## config.mk

```make
export PLATFORM = sky130hd
export DESIGN_NAME = cri_ram
export DESIGN_NICKNAME = d
export VERILOG_FILES = /design/src/rtl/core/cri_ram.sv
export SDC_FILE = /design/constraint.sdc
export NUM_CORES = 1
export LEC_CHECK = 0
export BUFFER_PORTS_ARGS = -buffer_cell sky130_fd_sc_hd__buf_2
export CELL_PAD_IN_SITES_DETAIL_PLACEMENT = 2
export CELL_PAD_IN_SITES_GLOBAL_PLACEMENT = 2
export CORE_MARGIN = 2
export CORE_UTILIZATION = 52
export DETAILED_ROUTE_END_ITERATION = 8
export GPL_ROUTABILITY_DRIVEN = 0
export PLACE_DENSITY_LB_ADDON = 0.1
export SLEW_MARGIN = 20
export SYNTH_ARGS = -nofsm -noshare
export SYNTH_HDL_FRONTEND = slang
export SYNTH_SLANG_ARGS = --single-unit
export TNS_END_PERCENT = 20
```

## constraint.sdc

```tcl
create_clock -name clk -period 2.6 [get_ports clk]
set_input_delay 0 -clock clk [delete_from_list [all_inputs] [get_ports clk]]
set_output_delay 0 -clock clk [all_outputs]
set_load 0.005 [all_outputs]
```

## src/rtl/core/cri_ram.sv

```systemverilog
// Generic single-write, single-read synchronous RAM, registered read data.
// No dependencies.
module cri_ram #(
	parameter int WIDTH = 8,
	parameter int DEPTH = 64
) (
	input logic clk,
	input logic we,
	input logic [$clog2(DEPTH)-1:0] waddr,
	input logic [WIDTH-1:0] wdata,
	input logic [$clog2(DEPTH)-1:0] raddr,
	output logic [WIDTH-1:0] rdata
);

	logic [WIDTH-1:0] mem_q [DEPTH];

	always_ff @(posedge clk) begin
		if (we) begin
			mem_q[waddr] <= wdata;
		end
		rdata <= mem_q[raddr];
	end

endmodule

```

==> flow_metrics.env, run 1 <==
export IMPL_status="finished clean"
export IMPL_rows=72
export IMPL_cp_slowest_cell="a2111oi_0"
export IMPL_leakage_nw=7.442
export IMPL_crit_path_max_fanout=1
export IMPL_yosys_warnings=0
export IMPL_cts_made_buffers=53
export IMPL_finalMaxSlewViolations=0
export IMPL_finClkSkew_ps=28.63
export IMPL_post_route_period_util_pct=83.07
export IMPL_routedWlPerCell_um=38.97
export IMPL_drc=0
export IMPL_viasPerCell=6.522
export IMPL_grt_pass1_wl_um=92020
export IMPL_clk_root_buffer_cell="clkbuf_16"
export IMPL_worstPathRequired_ps=3040
export IMPL_grt_max_degree=65
export IMPL_dr_total_vias=10740
export IMPL_die_w_um=200.9
export IMPL_r2r_slack_ps=440
export IMPL_critical_path_buf_inv_count=1
export IMPL_cpPeakStageDelay_ps=650
export IMPL_synth_top_cell_area_share_pct=76.24
export IMPL_rr_startpoint="mem_q[0][5]$_DFFE_PP_"
export IMPL_wirelength_um=64140
export IMPL_die_h_um=200.9
export IMPL_setup_viol=0
export IMPL_grt_pass1_vias=11700
export IMPL_tritoncts="done"
export IMPL_die_area_um2=40370
export IMPL_start_util_pct=52.43
export IMPL_final_cell_count_no_fill=1646
export IMPL_crit_family="compound AO/OA/AOI/OAI gates"
export IMPL_drive_above_1_share_pct=30.37
export IMPL_p_per_area_nw_per_um2=760.7
export IMPL_ant_nets=0
export IMPL_dp_hpwl_um=37820
export IMPL_postPlaceCellArea_um2=21530
export IMPL_fin_nets=1110
export IMPL_worst_slew_pin_slew_ps=869.0
export IMPL_hp_start="wdata[5]"
export IMPL_grt_usage_pct=33.01
export IMPL_fin_tns_setup_ps=0
export IMPL_maxSlewHeadroom_pct=41.93
export IMPL_cap_violations=0
export IMPL_drt_iter0_drc=1258
export IMPL_hold_viol_final=0
export IMPL_cp_start_kind="register"
export IMPL_holdPathEnd="mem_q[4][5]$_DFFE_PP_"
export IMPL_worstRegToRegCells=5
export IMPL_min_path_type="in2reg"
export IMPL_synth_top_area_cell="edfxtp_1"
export IMPL_rsz0062_at_grt="no"
export IMPL_cts_max_path_buffers=3
export IMPL_drtPass1Iterations=5
export IMPL_fin_crit_ps=2160
export IMPL_critPathKind="reg2reg"
export IMPL_grt_overflow=0
export IMPL_place_ws_ps=152.9
export IMPL_io_buffers=29
export IMPL_hold_ws_ps=26.33
export IMPL_dpl_cell_count=1545
export IMPL_layout_setup_ws_ps=440.3
export IMPL_crit_chain="mux4_2 > nor2b_1 > a2111oi_0 > buf_4 > o41ai_1"
export IMPL_syn_nets=962
export IMPL_syn2layout_area_growth_pct=14.84
export IMPL_whs_path_depth=1
export IMPL_ios=30
export IMPL_synth_cell_types=40
export IMPL_netlist_area_um2=20170
export IMPL_clock_latency_ps=600
export IMPL_syn_inst=940
export IMPL_final_area_um2=23160
export IMPL_max_freq_mhz=463.0
export IMPL_timing_rr_end="rdata[5]$_DFF_P_"
export IMPL_antenna_found_initial=3
export IMPL_clk_transition_reported_paths_ps=60
export IMPL_ys_seq_elements=520
export IMPL_irDropWorstVdd_v=0.0006804
export IMPL_yosys_top_cells_area="edfxtp_1 (76%), mux4_2 (14%), nor2_1 (1.5%)"
export IMPL_avgSynthCellArea_um2=21.45
export IMPL_cp_end_kind="register"
export IMPL_clock_sinks=520
export IMPL_synth_seq_area_share_pct=77.03
export IMPL_h_tree_depth=2
export IMPL_core_um2=38470
export IMPL_cp_arrival_ps=2600
==> cell usage after synthesis <==
cell,n
mux2i_1,23
nor3_1,7
o2bb2ai_1,3
a221oi_1,6
o22ai_1,8
o2111ai_1,3
o311ai_1,1
a22oi_1,3
nand2b_1,7
a21oi_1,3
nand2_1,19
nand4_1,2
buf_4,13
nand3b_1,3
nand4b_1,1
mux2_2,13
o21ai_1,2
buf_1,4
mux4_2,126
o32ai_1,2
clkbuf_1,17
o21ai_0,2
a31oi_1,1
o221a_2,2
a211oi_1,4
o221ai_1,8
o41ai_1,2
buf_12,2
nor2b_1,14
buf_6,4
or3_1,1
dfxtp_1,8
nor4_1,2
nor2_1,83
and2_1,1
a2111oi_0,2
nand3_1,13
buf_2,11
edfxtp_1,512
o21a_1,2
==> stage by stage <==
step / total power, mW / utilization (%)
6_report: 17.62 / 60.21
5_1_grt: 18.02 / 60.19
4_1_cts: 17.71 / 60.19
3_5_place_dp: 10.44 / 55.96
3_3_place_gp: 10.35 / 55.96
2_1_floorplan: 9.965 / -
==> where the power goes <==
group	total [mW]	switching (mW)	internal, mW
combinational	0.976	0.623	0.353
clock	7.32	3.30	4.02
sequential	9.32	0.0434	9.28
==> worst reg2reg max path, stage by stage (launching register included) <==
cell and delay [ps]:
edfxtp_1 390, mux4_2 450, nor2b_1 160, a2111oi_0 650, buf_4 250, o41ai_1 120
==> layer usage <==
layer / GRT usage [%] / vias up / wire [um]
li1: - / 4225 / -
met1: 43.27 / 5778 / 24040
met2: 53.56 / 590 / 31900
met3: 7.841 / 139 / 5333
met4: 14.13 / 4 / 2832
met5: 0 / - / 31
==> sequential cells by signal, summed over array words and instances (netlist names) <==
name	count
mem_q	512
rdata	8
==> worst max path at each step <==
stage                                       from               end  slack [ps]  cells after the start
after global placement                  raddr[0]  rdata[5]$_DFF_P_         210                      6
after detailed placement                raddr[0]  rdata[5]$_DFF_P_         150                      6
final                      mem_q[0][5]$_DFFE_PP_  rdata[5]$_DFF_P_         440                      5
after CTS                  mem_q[0][5]$_DFFE_PP_  rdata[5]$_DFF_P_         470                      5
after global routing       mem_q[0][5]$_DFFE_PP_  rdata[5]$_DFF_P_         390                      5
after floorplan           mem_q[29][4]$_DFFE_PP_  rdata[4]$_DFF_P_         910                      5
==> cell usage in the layout (no fill, tap or decap), types with 4 or more instances in the layout <==
| cell | synthesis | routed |
|---|---|---|
| mux4_2 | 126 | 126 |
| mux2i_1 | 23 | 23 |
| nor3_1 | 7 | 7 |
| dfxtp_1 | 8 | 8 |
| clkbuf_16 | 0 | 53 |
| clkbuf_1 | 17 | 15 |
| nand2b_1 | 7 | 7 |
| clkinv_1 | 0 | 15 |
| clkinv_2 | 0 | 6 |
| nor2_1 | 83 | 83 |
| buf_2 | 11 | 25 |
| a211oi_1 | 4 | 4 |
| edfxtp_1 | 512 | 512 |
| buf_12 | 2 | 4 |
| a221oi_1 | 6 | 6 |
| nand3_1 | 13 | 13 |
| o22ai_1 | 8 | 8 |
| mux2_2 | 13 | 13 |
| o221ai_1 | 8 | 8 |
| nand2_1 | 19 | 19 |
| nor2b_1 | 14 | 14 |
| dlygate4sd3_1 | 0 | 6 |
| buf_4 | 13 | 108 |
==> final cells by class <==
class | count | area (um2)
Antenna cell | 2 | 5.005
Clock inverter | 25 | 183.9
Tap cell | 518 | 648.1
Fill cell | 3045 | 15310
Multi-Input combinational cell | 369 | 4315
Timing Repair Buffer | 144 | 1090
Clock buffer | 68 | 1383
Sequential cell | 520 | 15530
==> kinds of logic (layout without fill, tap and decap cells) <==
group / Yosys count / after routing / synth area share (%)
AOI/OAI and AO/OA: 54 / 54 / 2.072
other: 0 / 2 / 0
buffers and inverters: 51 / 237 / 1.570
and+or+nand+nor: 153 / 153 / 3.387
muxes: 162 / 162 / 15.94
DFF: 520 / 520 / 77.03
==> what timing repair did <==
| item | CTS | global route |
|---|---|---|
| endpoints found under the hold margin | 83 | 0 |
| hold buffers | 6 | 0 |
| setup endpoints to repair | 0 | 0 |
| setup buffers | 0 | 0 |
| gates resized for setup | 0 | 0 |
Power figures use the tool's default switching activity.
==> run 2, diff against run 1 <==
CORE_UTILIZATION = 45   (was 52)
clock period = 1.9 ns   (was 2.6 ns; I/O delays follow)
==> run 2 against run 1 <==
- the flow now finishes with violations (hold timing, setup timing)
- flip-flop and latch count unchanged
- first-iteration DRC count down 23%
- register-to-register slack worse by 480 ps
- worst setup slack worse by 480 ps
- sequential power up 36%
- hold slack worse by 40 ps
- fmax up 11%
- critical path type unchanged
- largest cell class unchanged
==> flow_metrics.env, run 2 (same netlist as run 1, synthesis figures left out) <==
export IMPL_min_path_type="in2reg"
export IMPL_cts_setup_buffers=0
export IMPL_dp_hpwl_um=37580
export IMPL_cap_violations=0
export IMPL_drc=0
export IMPL_layout_setup_ws_ps=-43.01
export IMPL_cp_slowest_cell="mux4_2"
export IMPL_grt_max_degree=65
export IMPL_core_um2=44220
export IMPL_maxSlewHeadroom_pct=49.90
export IMPL_h_tree_depth=2
export IMPL_rows=77
export IMPL_grt_pass1_vias=11600
export IMPL_status="finished, violations left"
export IMPL_grt_usage_pct=25.52
export IMPL_rr_startpoint="mem_q[15][0]$_DFFE_PP_"
export IMPL_cp_arrival_ps=2410
export IMPL_hold_ws_ps=-14.11
export IMPL_fin_nets=1160
export IMPL_cts_max_path_buffers=3
export IMPL_cpPeakStageDelay_ps=550
export IMPL_failed_checks="hold timing, setup timing"
export IMPL_dr_total_vias=10380
export IMPL_crit_path_frequent_cell="mux4_2"
export IMPL_antenna_found_initial=0
export IMPL_cp_end_kind="register"
export IMPL_hp_start="raddr[5]"
export IMPL_finalMaxSlewViolations=0
export IMPL_final_cell_count_no_fill=1775
export IMPL_crit_family="multiplexers"
export IMPL_grt_overflow=0
export IMPL_critical_path_buf_inv_count=0
export IMPL_io_buffers=29
export IMPL_die_area_um2=46520
export IMPL_drive_above_1_share_pct=35.33
export IMPL_critPathKind="reg2reg"
export IMPL_most_common_layout_cells="edfxtp_1 (512), buf_4 (142), mux4_2 (126)"
export IMPL_setup_viol=2
export IMPL_crit_path_max_fanout=1
export IMPL_p_per_area_nw_per_um2=1042
export IMPL_drt_iter0_drc=966
export IMPL_drtPass1Iterations=5
export IMPL_cts_made_buffers=55
export IMPL_antennaDiodeCount=0
export IMPL_num_fill_cells=3696
export IMPL_regMostFlops="mem_q"
export IMPL_die_w_um=215.7
export IMPL_post_route_period_util_pct=102.3
export IMPL_grt_pass1_wl_um=84230
export IMPL_cp_start_kind="register"
export IMPL_irDropWorstVdd_v=0.0008458
export IMPL_ant_nets=0
export IMPL_hold_viol_final=1
export IMPL_fin_tns_setup_ps=-52.69
export IMPL_clock_latency_ps=610
export IMPL_rsz0062_at_grt="yes"
export IMPL_power_mw=25.10
export IMPL_ios=30
export IMPL_die_h_um=215.7
export IMPL_critPathLaunch="mem_q[15][0]$_DFFE_PP_"
export IMPL_start_util_pct=45.60
export IMPL_viasPerCell=5.850
export IMPL_tritoncts="done"
export IMPL_fin_crit_ps=1943
export IMPL_crit_chain="mux4_2 > mux4_2 > nor2_4 > nor3_2 > o2bb2ai_1"
export IMPL_leakage_nw=7.886
export IMPL_syn2layout_area_growth_pct=19.49
export IMPL_postPlaceCellArea_um2=22130
export IMPL_routedWlPerCell_um=32.46
export IMPL_max_freq_mhz=514.7
export IMPL_clock_sinks=520
export IMPL_final_area_um2=24100
export IMPL_final_common_cell="edfxtp_1"
export IMPL_finClkSkew_ps=27.22
export IMPL_largest_reg_flops=512
export IMPL_worst_slew_pin_slew_ps=751.5
export IMPL_worstPathRequired_ps=2370
export IMPL_dpl_cell_count=1666
export IMPL_clk_root_buffer_cell="clkbuf_16"
export IMPL_clk_transition_reported_paths_ps=60
export IMPL_wirelength_um=57620
export IMPL_reg_largest_list="mem_q: 512 flops, rdata: 8 flops"
==> run 2: cell types whose count changed in the layout (fill, tap and decap cells not counted), moves of 9 or more <==
cell | previous run | this run
buf_12 | 4 | 17
buf_4 | 108 | 142
clkbuf_1 | 15 | 4
clkinv_2 | 6 | 15
==> run 2: timing repair <==
item	CTS	global route
resized for setup	12	3
hold endpoints to repair	243	0
pin swaps	3	1
endpoints found under the setup margin	6	8
hold buffers	7	0
==> run 2: final timing paths <==
| check | slack, ps | cells after the start | end |
|---|---|---|---|
| worst max-delay path | -40 | 5 | rdata[0]$_DFF_P_ |
| worst min-delay path | -10 | 3 | rdata[1]$_DFF_P_ |
| worst max register to register | -40 | 5 | rdata[0]$_DFF_P_ |
| worst min register to register | 850 | 4 | rdata[0]$_DFF_P_ |
==> run 2: worst reg2reg max path, delay by kind of cell (launching register included) <==
kind	cells	cell delay, ps
multiplexers	2	1060
flip-flops	1	430
AO/OA/AOI/OAI	1	140
AND/OR/NAND/NOR	2	180
==> run 2: area by class of cell <==
cell class,count,area (um2),area share (%)
multi-input cells,369,4389,18.21
well taps,592,740.7,3.074
flip-flops and latches,520,15530,64.47
clock inverters,41,376.6,1.563
repair buffers,192,1615,6.703
clock buffers,61,1441,5.981
==> run 2: per-layer routing <==
metal  GRT usage [%]  share of wire (%)  routed length (um)
met3           4.073                5.3                3054
met2           43.33                 51               29240
met1           34.13                 41               23810
met4           7.862                2.6                1509
met5               0                  0                   0
==> run 2: power by group <==
part	switching, mW	leakage [nW]	internal (mW)
Sequential	0.0517	4.67	12.7
Clock	4.56	0.891	6.39
Combinational	0.831	2.32	0.576
==> run 2: per-stage QoR <==
stage          utilization (%)  hold WS (ps)  worst slack (ps)
2_1_floorplan                -         98.87             207.8
3_3_place_gp             50.05         436.4            -445.7
3_5_place_dp             50.05         437.9            -487.8
4_1_cts                  54.45        -58.37            -38.69
5_1_grt                  54.49         3.169            -79.98
6_report                 54.49        -14.11            -43.01
==> run 3, diff against run 2 <==
CORE_ASPECT_RATIO = 0.6   (was not set)
==> run 3 against run 2 <==
- the run now ends clean
- fmax up 3.9%
- via count grew 1.9%
- global-route usage up 0.38 points
- count of clock-buffer cells in the layout fell by 4
- utilization shrank 0.65 points
- largest cell class unchanged
- largest power group unchanged
- highest routed layer is now met5
==> flow_metrics.env, run 3 (same netlist as run 1, synthesis figures left out) <==
export IMPL_status="finished clean"
export IMPL_max_freq_mhz=534.6
export IMPL_io_buffers=29
export IMPL_fin_nets=1171
export IMPL_syn2layout_area_growth_pct=18.86
export IMPL_met2_length_um=26470
export IMPL_leakage_nw=7.834
export IMPL_die_w_um=277.3
export IMPL_finalMaxSlewViolations=0
export IMPL_antenna_found_initial=2
export IMPL_start_util_pct=45.30
export IMPL_routed_wl_met3_um=3656
export IMPL_die_area_um2=46580
export IMPL_hold_ws_ps=24.42
export IMPL_layout_setup_ws_ps=29.38
export IMPL_grt_max_degree=65
export IMPL_grt_overflow=0
export IMPL_num_fill_cells=3755
export IMPL_crit_chain="mux4_2 > mux4_2 > nor2_2 > o32ai_1"
export IMPL_critPathKind="reg2reg"
export IMPL_cts_max_path_buffers=3
export IMPL_regMostFlops="mem_q"
export IMPL_worst_slew_pin_slew_ps=856.8
export IMPL_grt_usage_pct=25.90
export IMPL_maxSlewHeadroom_pct=42.88
export IMPL_cp_start_kind="register"
export IMPL_clk_transition_reported_paths_ps=70
export IMPL_highest_layer="met5"
export IMPL_cap_violations=0
export IMPL_drive_above_1_share_pct=35.72
export IMPL_dpl_cell_count=1682
export IMPL_viasPerCell=5.958
export IMPL_clock_latency_ps=570
export IMPL_rows=60
export IMPL_cp_slowest_cell="mux4_2"
export IMPL_h_tree_depth=2
export IMPL_core_um2=44520
export IMPL_tritoncts="done"
export IMPL_clock_sinks=520
export IMPL_irDropWorstVdd_v=0.0008422
export IMPL_min_path_type="in2reg"
export IMPL_dp_hpwl_um=39930
export IMPL_crit_path_frequent_cell="mux4_2"
export IMPL_hp_start="waddr[0]"
export IMPL_setup_viol=0
export IMPL_dr_total_vias=10580
export IMPL_cpPeakStageDelay_ps=590
export IMPL_crit_path_max_fanout=1
export IMPL_cp_end_kind="register"
export IMPL_largest_reg_flops=512
export IMPL_most_common_layout_cells="edfxtp_1 (512), buf_4 (154), mux4_2 (126)"
export IMPL_wl_met1_um=27630
export IMPL_ant_nets=0
export IMPL_wirelength_um=58800
export IMPL_drc=0
export IMPL_antennaDiodeCount=0
export IMPL_place_ws_ps=-189.5
export IMPL_hold_viol_final=0
export IMPL_finClkSkew_ps=24.37
export IMPL_grt_pass1_wl_um=84990
export IMPL_p_per_area_nw_per_um2=993.1
export IMPL_post_route_period_util_pct=98.45
export IMPL_rr_startpoint="mem_q[50][4]$_DFFE_PP_"
export IMPL_worstPathRequired_ps=2350
export IMPL_ios=30
export IMPL_cts_made_buffers=49
export IMPL_fin_crit_ps=1871
export IMPL_final_cell_count_no_fill=1776
export IMPL_drt_iter0_drc=1058
export IMPL_die_h_um=168.0
export IMPL_critPathLaunch="mem_q[50][4]$_DFFE_PP_"
export IMPL_cp_arrival_ps=2320
export IMPL_clk_root_buffer_cell="clkbuf_16"
export IMPL_grt_pass1_vias=11420
export IMPL_drtPass1Iterations=5
export IMPL_rsz0062_at_grt="yes"
export IMPL_reg_largest_list="mem_q: 512 flops, rdata: 8 flops"
export IMPL_final_common_cell="edfxtp_1"
export IMPL_fin_tns_setup_ps=0
export IMPL_routedWlPerCell_um=33.11
==> run 3: worst paths after layout <==
path	to	cells after the start	slack, ps
min	mem_q[61][5]$_DFFE_PP_	3	20
max reg2reg	rdata[4]$_DFF_P_	4	30
max	rdata[4]$_DFF_P_	4	30
min reg2reg	rdata[1]$_DFF_P_	5	920
==> run 3: power by group <==
group          total (mW)  switching, mW  internal, mW
clock                9.58           4.30          5.28
combinational        1.50          0.876         0.625
sequential           12.7         0.0358          12.7
total                23.8           5.22          18.6
==> run 3: critical path, delay by kind of cell, from the launching register on <==
family           cells  cell delay (ps)
AO/OA/AOI/OAI        1               90
flip-flops           1              380
multiplexers         2             1130
AND/OR/NAND/NOR      1              140
==> run 3: repair_timing <==
| item | in CTS | in global routing |
|---|---|---|
| setup endpoints to repair | 4 | 6 |
| buffers inserted | 0 | 0 |
| hold buffers | 6 | 0 |
| pin swaps | 0 | 5 |
| endpoints found under the hold margin | 170 | 0 |
| resized for setup | 6 | 9 |
| cloned | 0 | 0 |
==> run 3: cell type report <==
type	count	area (um2)	share of cell area (%)
tap	589	737.0	3.074
sequential	520	15530	64.81
multi-input combinational	369	4384	18.29
clock buffer	57	1256	5.241
clock inverter	32	257.7	1.075
timing repair buffer	209	1800	7.511
==> run 3: metrics by stage <==
step / instance area (um2) / power (mW) / utilization (%)
global placement: 22340 / 14.39 / 50.17
finish: 23970 / 23.81 / 53.84
floorplan: 20170 / 13.64 / -
global route: 23970 / 24.48 / 53.84
detailed placement: 22340 / 14.46 / 50.17
CTS: 23940 / 24.03 / 53.78
==> run 3: per-layer routing <==
metal	vias up	global-route usage [%]
met1	5845	39.52
met3	71	4.926
met5	-	0
met4	2	5.175
li1	4342	-
met2	321	39.35
